`src/rtl/tfcm_pkg.sv`:
```
package tfcm_pkg;
	localparam int TableRows = 26;
	localparam int DefTableSegments = 26;
	localparam logic [15:0] TableFloor = 16'd8462;
	localparam logic [1:0] SampleBytesOne = 2'd1;

	localparam logic [2:0] CfgSampleBytes = 3'd0;
	localparam logic [2:0] CfgLinearize = 3'd1;
	localparam logic [2:0] CfgColorMode = 3'd2;
	localparam logic [2:0] CfgWindowLow = 3'd3;
	localparam logic [2:0] CfgWindowSpan = 3'd4;

	function automatic logic [15:0] seg_upper(input logic [4:0] s);
		case (s)
			5'd0: seg_upper = 16'd8667;   5'd1: seg_upper = 16'd8878;
			5'd2: seg_upper = 16'd9095;   5'd3: seg_upper = 16'd9318;
			5'd4: seg_upper = 16'd9548;   5'd5: seg_upper = 16'd9784;
			5'd6: seg_upper = 16'd10027;  5'd7: seg_upper = 16'd10276;
			5'd8: seg_upper = 16'd10533;  5'd9: seg_upper = 16'd10797;
			5'd10: seg_upper = 16'd11068; 5'd11: seg_upper = 16'd11346;
			5'd12: seg_upper = 16'd11632; 5'd13: seg_upper = 16'd11926;
			5'd14: seg_upper = 16'd12227; 5'd15: seg_upper = 16'd12537;
			5'd16: seg_upper = 16'd12854; 5'd17: seg_upper = 16'd13180;
			5'd18: seg_upper = 16'd13514; 5'd19: seg_upper = 16'd13857;
			5'd20: seg_upper = 16'd14208; 5'd21: seg_upper = 16'd14569;
			5'd22: seg_upper = 16'd14938; 5'd23: seg_upper = 16'd15317;
			5'd24: seg_upper = 16'd15705; 5'd25: seg_upper = 16'd16103;
			default: seg_upper = 16'hFFFF;
		endcase
	endfunction

	function automatic logic [8:0] seg_slope(input logic [4:0] s);
		case (s)
			5'd0: seg_slope = 9'd205;  5'd1: seg_slope = 9'd211;
			5'd2: seg_slope = 9'd217;  5'd3: seg_slope = 9'd223;
			5'd4: seg_slope = 9'd230;  5'd5: seg_slope = 9'd236;
			5'd6: seg_slope = 9'd243;  5'd7: seg_slope = 9'd249;
			5'd8: seg_slope = 9'd257;  5'd9: seg_slope = 9'd264;
			5'd10: seg_slope = 9'd271; 5'd11: seg_slope = 9'd278;
			5'd12: seg_slope = 9'd286; 5'd13: seg_slope = 9'd294;
			5'd14: seg_slope = 9'd301; 5'd15: seg_slope = 9'd310;
			5'd16: seg_slope = 9'd317; 5'd17: seg_slope = 9'd326;
			5'd18: seg_slope = 9'd334; 5'd19: seg_slope = 9'd343;
			5'd20: seg_slope = 9'd351; 5'd21: seg_slope = 9'd361;
			5'd22: seg_slope = 9'd369; 5'd23: seg_slope = 9'd379;
			5'd24: seg_slope = 9'd388; 5'd25: seg_slope = 9'd398;
			default: seg_slope = 9'd1;
		endcase
	endfunction

	// floor(2^24/slope)+1, exact for 100*offset/slope over every segment
	function automatic logic [16:0] seg_recip(input logic [4:0] s);
		case (s)
			5'd0: seg_recip = 17'd81841;  5'd1: seg_recip = 17'd79513;
			5'd2: seg_recip = 17'd77315;  5'd3: seg_recip = 17'd75235;
			5'd4: seg_recip = 17'd72945;  5'd5: seg_recip = 17'd71090;
			5'd6: seg_recip = 17'd69043;  5'd7: seg_recip = 17'd67379;
			5'd8: seg_recip = 17'd65281;  5'd9: seg_recip = 17'd63551;
			5'd10: seg_recip = 17'd61909; 5'd11: seg_recip = 17'd60350;
			5'd12: seg_recip = 17'd58662; 5'd13: seg_recip = 17'd57066;
			5'd14: seg_recip = 17'd55739; 5'd15: seg_recip = 17'd54121;
			5'd16: seg_recip = 17'd52925; 5'd17: seg_recip = 17'd51464;
			5'd18: seg_recip = 17'd50232; 5'd19: seg_recip = 17'd48914;
			5'd20: seg_recip = 17'd47799; 5'd21: seg_recip = 17'd46475;
			5'd22: seg_recip = 17'd45467; 5'd23: seg_recip = 17'd44268;
			5'd24: seg_recip = 17'd43241; 5'd25: seg_recip = 17'd42154;
			default: seg_recip = 17'd0;
		endcase
	endfunction
endpackage

```
`src/rtl/thermal_false_color_mapper_unit.sv`:
```
// Throughput: one transaction per clock; all stages advance together and stall
// together on output backpressure.
// Reset: arst_n asynchronously clears pipeline valid bits and restores
// configuration defaults.
module thermal_false_color_mapper_unit
	import tfcm_pkg::*;
#(
	parameter int TABLE_SEGMENTS = DefTableSegments
) (
	input  logic        clk,
	input  logic        arst_n,
	input  logic        cfg_we,
	input  logic [2:0]  cfg_index,
	input  logic [15:0] cfg_data,
	input  logic        s_tvalid,
	output logic        s_tready,
	input  logic [15:0] s_tdata,  // sample
	input  logic        s_tlast,  // frame_end
	output logic        m_tvalid,
	input  logic        m_tready,
	output logic [55:0] m_tdata,  // red, green, blue, level, converted_value, range_flag, pad
	output logic        m_tlast   // frame_end_out
);
	localparam int Nseg = (TABLE_SEGMENTS > TableRows) ? TableRows : TABLE_SEGMENTS;
	localparam int Depth = 17;

	logic [1:0] sample_bytes_q;
	logic linearize_q, color_q;
	logic [15:0] wlow_q, wspan_q;

	always_ff @(posedge clk or negedge arst_n) begin
		if (!arst_n) begin
			sample_bytes_q <= 2'd2;
			linearize_q <= 1'b1;
			color_q <= 1'b0;
			wlow_q <= '0;
			wspan_q <= 16'd4399;
		end else if (cfg_we) begin
			case (cfg_index)
				CfgSampleBytes: sample_bytes_q <= cfg_data[1:0];
				CfgLinearize: linearize_q <= cfg_data[0];
				CfgColorMode: color_q <= cfg_data[0];
				CfgWindowLow: wlow_q <= cfg_data;
				CfgWindowSpan: wspan_q <= cfg_data;
				default: ;
			endcase
		end
	end

	logic en;
	logic [Depth-1:0] vld_q;
	logic [Depth-1:0] last_q;
	assign en = !m_tvalid || m_tready;
	assign s_tready = en;
	assign m_tvalid = vld_q[Depth-1];
	assign m_tlast = last_q[Depth-1];

	always_ff @(posedge clk or negedge arst_n) begin
		if (!arst_n) vld_q <= '0;
		else if (en) vld_q <= {vld_q[Depth-2:0], s_tvalid};
	end
	always_ff @(posedge clk) begin
		if (en) last_q <= {last_q[Depth-2:0], s_tlast};
	end

	// s1: clamp, segment search
	logic [15:0] x_c;
	logic [4:0] seg_c;
	logic hit_c;
	always_comb begin
		x_c = (sample_bytes_q == SampleBytesOne) ? {8'd0, s_tdata[7:0]} : s_tdata;
		if (x_c < TableFloor) x_c = TableFloor;
		seg_c = '0;
		hit_c = 1'b0;
		for (int s = Nseg - 1; s >= 0; s--) begin
			if (x_c < seg_upper(5'(s))) begin
				seg_c = 5'(s);
				hit_c = 1'b1;
			end
		end
	end
	logic [15:0] raw_s1, x_s1;
	logic [4:0] seg_s1;
	logic hit_s1, below_s1;
	always_ff @(posedge clk) begin
		if (en) begin
			raw_s1 <= (sample_bytes_q == SampleBytesOne) ? {8'd0, s_tdata[7:0]} : s_tdata;
			x_s1 <= x_c;
			seg_s1 <= seg_c;
			hit_s1 <= hit_c;
			below_s1 <= ((sample_bytes_q == SampleBytesOne) ? {8'd0, s_tdata[7:0]} : s_tdata)
				< TableFloor;
		end
	end

	// s2: offset*100
	logic [15:0] lower_c;
	assign lower_c = (seg_s1 == 5'd0) ? TableFloor : seg_upper(seg_s1 - 5'd1);
	logic [15:0] raw_s2, off_s2;
	logic [4:0] seg_s2;
	logic hit_s2, below_s2;
	always_ff @(posedge clk) begin
		if (en) begin
			raw_s2 <= raw_s1;
			off_s2 <= 16'(32'(x_s1 - lower_c) * 32'd100);
			seg_s2 <= seg_s1;
			hit_s2 <= hit_s1;
			below_s2 <= below_s1;
		end
	end

	// s3: reciprocal multiply
	logic [15:0] raw_s3;
	logic [32:0] prod_s3;
	logic [4:0] seg_s3;
	logic hit_s3, below_s3;
	always_ff @(posedge clk) begin
		if (en) begin
			raw_s3 <= raw_s2;
			prod_s3 <= 33'(off_s2) * 33'(seg_recip(seg_s2));
			seg_s3 <= seg_s2;
			hit_s3 <= hit_s2;
			below_s3 <= below_s2;
		end
	end

	// s4: value, window subtract
	logic [15:0] val_c;
	logic flag_c;
	always_comb begin
		if (!linearize_q) begin
			val_c = raw_s3;
			flag_c = 1'b0;
		end else if (!hit_s3) begin
			val_c = '0;
			flag_c = 1'b1;
		end else begin
			val_c = 16'(32'(seg_s3) * 32'd100 + 32'd1800 + 32'(prod_s3[31:24]));
			flag_c = below_s3;
		end
	end
	logic [15:0] val_s4, diff_s4, span_s4;
	logic neg_s4, flag_s4;
	always_ff @(posedge clk) begin
		if (en) begin
			val_s4 <= val_c;
			diff_s4 <= val_c - wlow_q;
			neg_s4 <= val_c < wlow_q;
			flag_s4 <= flag_c;
			span_s4 <= (wspan_q == 16'd0) ? 16'd1 : wspan_q;
		end
	end

	// s5..s14: divider
	logic [8:0] quo;
	logic big;
	tfcm_divider #(.Stages(9)) u_div (
		.clk(clk), .en(en),
		.num(24'({8'd0, diff_s4} * 24'd255)), .den(span_s4),
		.quo(quo), .big(big)
	);
	logic [15:0] val_d [10];
	logic neg_d [10];
	logic flag_d [10];
	always_ff @(posedge clk) begin
		if (en) begin
			val_d[0] <= val_s4; neg_d[0] <= neg_s4; flag_d[0] <= flag_s4;
			for (int i = 1; i < 10; i++) begin
				val_d[i] <= val_d[i-1]; neg_d[i] <= neg_d[i-1]; flag_d[i] <= flag_d[i-1];
			end
		end
	end

	// s15: level
	logic [7:0] lvl_s15;
	logic [15:0] val_s15;
	logic flag_s15;
	always_ff @(posedge clk) begin
		if (en) begin
			val_s15 <= val_d[9];
			if (neg_d[9]) begin
				lvl_s15 <= '0; flag_s15 <= 1'b1;
			end else if (big || quo[8]) begin
				lvl_s15 <= 8'd255; flag_s15 <= 1'b1;
			end else begin
				lvl_s15 <= quo[7:0]; flag_s15 <= flag_d[9];
			end
		end
	end

	// s16: stage and remainder
	logic [2:0] stg_c;
	logic [5:0] rem_c;
	always_comb begin
		if (lvl_s15 >= 8'd252) begin stg_c = 3'd4; rem_c = 6'(lvl_s15 - 8'd252); end
		else if (lvl_s15 >= 8'd189) begin stg_c = 3'd3; rem_c = 6'(lvl_s15 - 8'd189); end
		else if (lvl_s15 >= 8'd126) begin stg_c = 3'd2; rem_c = 6'(lvl_s15 - 8'd126); end
		else if (lvl_s15 >= 8'd63) begin stg_c = 3'd1; rem_c = 6'(lvl_s15 - 8'd63); end
		else begin stg_c = 3'd0; rem_c = 6'(lvl_s15); end
	end
	logic [7:0] lvl_s16;
	logic [15:0] val_s16;
	logic flag_s16;
	logic [2:0] stg_s16;
	logic [7:0] frac_s16;
	always_ff @(posedge clk) begin
		if (en) begin
			lvl_s16 <= lvl_s15; val_s16 <= val_s15; flag_s16 <= flag_s15;
			stg_s16 <= stg_c;
			// rem*255/63 as rem*255*ceil(2^21/63) >> 21
			frac_s16 <= 8'((30'(rem_c) * 30'd8488695) >> 21);
		end
	end

	// s17: palette
	logic [7:0] r_c, g_c, b_c;
	always_comb begin
		if (!color_q) begin
			r_c = lvl_s16; g_c = lvl_s16; b_c = lvl_s16;
		end else begin
			case (stg_s16)
				3'd0: begin r_c = 8'd255; g_c = frac_s16; b_c = 8'd0; end
				3'd1: begin r_c = 8'd255 - frac_s16; g_c = 8'd255; b_c = 8'd0; end
				3'd2: begin r_c = 8'd0; g_c = 8'd255; b_c = frac_s16; end
				3'd3: begin r_c = 8'd0; g_c = 8'd255 - frac_s16; b_c = 8'd255; end
				default: begin r_c = 8'd0; g_c = 8'd0; b_c = 8'd255; end
			endcase
		end
	end
	logic [55:0] out_s17;
	always_ff @(posedge clk) begin
		if (en) out_s17 <= {7'd0, flag_s16, val_s16, lvl_s16, b_c, g_c, r_c};
	end
	assign m_tdata = out_s17;
endmodule

```
`src/rtl/tfcm_divider.sv`:
```
// Restoring divider, one quotient bit per stage; numerator 24 bits, quotient clipped at 9 bits.
module tfcm_divider
	import tfcm_pkg::*;
#(
	parameter int Stages = 9
) (
	input  logic        clk,
	input  logic        en,
	input  logic [23:0] num,
	input  logic [15:0] den,
	output logic [Stages-1:0] quo,
	output logic        big
);
	// quotient >= 2^Stages check, registered together with the operands in the input register
	logic [23:0] num_p [Stages+1];
	logic [15:0] den_p [Stages+1];
	logic [Stages-1:0] q_p [Stages+1];
	logic big_p [Stages+1];
	logic [24:0] rem_p [Stages+1];

	always_ff @(posedge clk) begin
		if (en) begin
			num_p[0] <= num;
			den_p[0] <= den;
			big_p[0] <= (num >> Stages) >= 24'(den);
		end
	end
	assign rem_p[0] = 25'(num_p[0] >> Stages);
	assign q_p[0] = '0;

	for (genvar i = 0; i < Stages; i++) begin : g_st
		logic [24:0] r;
		logic [24:0] t;
		always_comb begin
			r = {rem_p[i][23:0], num_p[i][Stages-1-i]};
			t = r - 25'(den_p[i]);
		end
		logic [24:0] rem_r;
		logic [Stages-1:0] q_r;
		always_ff @(posedge clk) begin
			if (en) begin
				num_p[i+1] <= num_p[i];
				den_p[i+1] <= den_p[i];
				big_p[i+1] <= big_p[i];
				rem_r <= t[24] ? r : t;
				q_r <= {q_p[i][Stages-2:0], ~t[24]};
			end
		end
		assign rem_p[i+1] = rem_r;
		assign q_p[i+1] = q_r;
	end
	assign quo = q_p[Stages];
	assign big = big_p[Stages];
endmodule
```
`config.mk`:
```
export PLATFORM = sky130hd
export DESIGN_NAME = thermal_false_color_mapper_unit
export DESIGN_NICKNAME = d
export VERILOG_FILES = /design/src/rtl/tfcm_pkg.sv /design/src/rtl/thermal_false_color_mapper_unit.sv /design/src/rtl/tfcm_divider.sv
export SDC_FILE = /design/constraint.sdc
export NUM_CORES = 2
export LEC_CHECK = 0
export BUFFER_PORTS_ARGS = -buffer_cell sky130_fd_sc_hd__buf_2
export CAP_MARGIN = 20
export CORE_MARGIN = 2
export CORE_UTILIZATION = 40
export CTS_BUF_LIST = sky130_fd_sc_hd__clkbuf_4 sky130_fd_sc_hd__clkbuf_8
export DETAILED_ROUTE_END_ITERATION = 8
export PLACE_DENSITY = 0.63
export SLEW_MARGIN = 20
export SYNTH_ARGS = -nofsm -noshare
export SYNTH_HDL_FRONTEND = slang
export SYNTH_HIERARCHICAL = 1
export SYNTH_SLANG_ARGS = --single-unit
```
`constraint.sdc`:
```
create_clock -name clk -period 44.4 [get_ports clk]
set_input_delay 4.44 -clock clk [delete_from_list [all_inputs] [get_ports clk]]
set_output_delay 4.44 -clock clk [all_outputs]
set_load 0.03 [all_outputs]
```
==> out/metrics.json <==
{
  "synth": {
    "ys_warn_count": 6,
    "post_synth_main_area_contributors": "edfxtp_1, fa_1, ha_1, inv_1, xnor2_1",
    "synth_instances": 4740,
    "mappedNetlistArea_um2": 57200,
    "synth.top_cells.by_count": "edfxtp_1, inv_1, ha_1",
    "ys_seq_elements": 976,
    "synth_top_flop_cell": "edfxtp_1",
    "synth-seq-area-share_pct": 50.5,
    "post-synth-top-area-fraction_pct": 47.6,
    "ys_types": 100,
    "yosysMostFrequentCell": "edfxtp_1",
    "synth.avg_cell_area_um2": 12.1,
    "number_of_synthesized_flops_with_an_enable_pin": 906,
    "synthArstFlopShare_pct": 5.43,
    "synth_top_cell_by_area": "edfxtp_1"
  },
  "critical_path": {
    "path_cells": "buf_2 > nand2b_4 > buf_2",
    "critical_path_class": "in2out",
    "worst-r2r-cell-count": 25,
    "cp_slowest_stage_delay_ns": 0.56,
    "timing.rr.end": "off_s2[15]",
    "timing.critical_path.to_type": "output port",
    "path_max_fanout": 51,
    "worst_r2r_startpoint": "seg_s1[0]",
    "worstSetupStartpointType": "input pin",
    "worst_setup_path_startpoint": "m_tready",
    "cp_data_arrival_time_ns": 5.40,
    "cpMostUsedCell": "buf_2",
    "timing.critical_path.slowest_stage_cell": "nand2b_4",
    "worst-endpoint-required_ns": 39.96,
    "worst_setup_path_endpoint": "s_tready",
    "setup.reg_to_reg.worst_slack_ns": 36.80
  },
  "floorplanning": {
    "io_pins": 100,
    "core.rowCount": 138,
    "dieArea_um2": 146000,
    "coreArea_um2": 142000,
    "die_y_um": 382,
    "die-width_um": 382,
    "floorplan.initialDensity_pct": 40.4
  },
  "place": {
    "gp_weighted_congestion": 0.871,
    "numPortBuffers": 92,
    "place_hpwl_um": 79400,
    "postPlaceCellArea_um2": 59600,
    "detailedPlace.worstSlack_ns": 34.49
  },
  "timing": {
    "period_minus_slack_ns": 9.84,
    "slew-limit-headroom_pct": 30.4,
    "final_critical_path_setup_slack_ns": 34.56,
    "achievable-frequency_ghz": 0.102,
    "hold_viol_final": 0,
    "timing.final.max_slew_violations": 0,
    "post-route-period-util_pct": 22.2,
    "clock-skew-final_ns": 0.0460,
    "timing.setup.tns_ns": 0,
    "timing.final.setup_violations": 0,
    "rsz0062_at_grt": "no",
    "fin_hold_ws_ns": 0.389,
    "slew_at_the_pin_with_the_worst_max_slew_slack_ns": 1.04
  },
  "drt": {
    "drtPass1Iterations": 6,
    "route.antenna.remaining_nets": 0,
    "detailroute.via_count": 34600,
    "route.detailed.drc": 0,
    "routed_wl_um": 109000,
    "drt-wirelength-per-cell_um": 15.8,
    "via_per_inst": 5.03,
    "detailed_route_iter0_violations": 2044
  },
  "hold_path": {
    "hold_path.startpoint": "u_div/big_p[4]",
    "hp-class": "reg2reg"
  },
  "clock_tree": {
    "clock_tree.buffer_depth": 3,
    "worst_setup_hold_path_clk_slew_ns": 0.06,
    "number_of_cts_inserted_buffers": 162,
    "cts_setup_buffers": 0,
    "post_cts_resized": 0,
    "cts.sinks": 976,
    "insertion_delay_ns": 0.87,
    "cts-hold-fix-buffers": 0,
    "tritoncts": "built",
    "cts_max_level": 4,
    "cts_root_buffer": "clkbuf_8"
  },
  "final_layout": {
    "synthToLayoutAreaGrowth_pct": 10.0,
    "final_nets": 5636,
    "drive_gt1_share_pct": 10.6,
    "final_design_area_no_fill_um2": 62900
  },
  "run_status": {
    "run_status": "finished clean"
  },
  "global_routing": {
    "grt_overflow_total": 0,
    "gr-usage-all-layers_pct": 15.2,
    "via_count_of_the_first_global_routing_pass": 35200,
    "grt_pass1_wl_um": 181000,
    "pin_count_of_the_biggest_net_entering_global_routing": 216,
    "antenna_violations_before_repair": 12
  },
  "flow_run": {
    "max-cap-violations": 0
  }
}
## placed cells by master, fill, tap and decap left out, types with 11 or more instances in the layout
cell type  instances
o22ai_1           14
buf_2             92
xnor2_1          175
clkinv_1          35
a211oi_1          32
o21ai_0          215
or3_1             28
o21a_1            31
nand3b_1          16
nand3_1           65
edfxtp_1         906
clkbuf_8         168
and3_1            42
o21bai_1          29
and2_1           118
a21o_1            82
nor3_1            67
fa_1             285
inv_1            588
nand2_1          373
mux2_2            88
o31ai_1           28
a21oi_1          209
buf_4             21
o211ai_1          34
nor4_1            16
dfrtp_1           43
a31oi_1           45
nor2_1           195
xor2_1            59
mux2i_1           11
nand2b_1          52
nor2b_1           41
clkinv_2          20
or2_2             12
dfxtp_1           17
a2111oi_0         12
ha_1             440
clkbuf_4          42
nand4_1           18
## worst min-delay path by stage
stage	end	depth (start not counted)
final	u_div/big_p[5]	0
after global routing	last_q[3]	0
after CTS	val_d[8][7]	0
after detailed placement	below_s2	0
after global placement	val_d[3][10]	0
after floorplan	below_s2	0
## cells by family (layout without fill, tap and decap cells)
logic type	count (synthesis)	count (layout)	share of synthesized area, %
DFF	976	976	50.5
adders and majority gates	725	725	19.6
xor gates and xnor gates	242	242	3.79
other	2	12	0.0131
muxes	106	106	2.11
AOI/OAI and AO/OA	854	854	9.65
and+or+nand+nor	1086	1086	9.30
buffers and inverters	749	996	5.05
## critical path: cells and delay by family
family	cells	cell delay, ns
AND/OR/NAND/NOR	1	0.56
buffers and inverters	2	0.40
## flip-flops by register name, summed over array words and instances, names as in the netlist, 14 cells and up, named ones only
signal / flops
x_s1: 14
diff_s4: 16
last_q: 17
u_div/g_st.rem_r: 185
wlow_q: 16
m_tdata: 49
val_d: 160
u_div/num_p: 60
u_div/den_p: 144
val_s16: 16
raw_s2: 16
raw_s3: 16
off_s2: 14
vld_q: 17
span_s4: 16
val_s15: 16
val_s4: 16
u_div/g_st.q_r: 36
raw_s1: 16
wspan_q: 16
## area by class of cell
| class | count | area, um^2 |
|---|---|---|
| Antenna cell | 4 | 10.0 |
| Clock buffer | 210 | 2630 |
| Clock inverter | 77 | 641 |
| Fill cell | 13000 | 78800 |
| Inverter | 593 | 2230 |
| Multi-Input combinational cell | 3021 | 25500 |
| Sequential cell | 976 | 28900 |
| Tap cell | 1890 | 2360 |
| Timing Repair Buffer | 116 | 686 |
## stage by stage
step | instances | util (%)
2_1_floorplan | 4746 | -
3_3_place_gp | 6595 | 42.1
3_5_place_dp | 6595 | 42.1
4_1_cts | 6882 | 44.4
5_1_grt | 6887 | 44.4
6_report | 6887 | 44.4
## metal layers
metal  up-vias  global-route usage, %  share of wire, %
li1      17000                      -                 -
met1     16800                   20.5                46
met2       684                   24.7                47
met3       217                   2.63               4.0
met4         4                   5.23               2.5
met5         -                      0             0.020
Power is not shown: default switching activity piles up to over one toggle a cycle in this logic, so the estimate is an artifact.
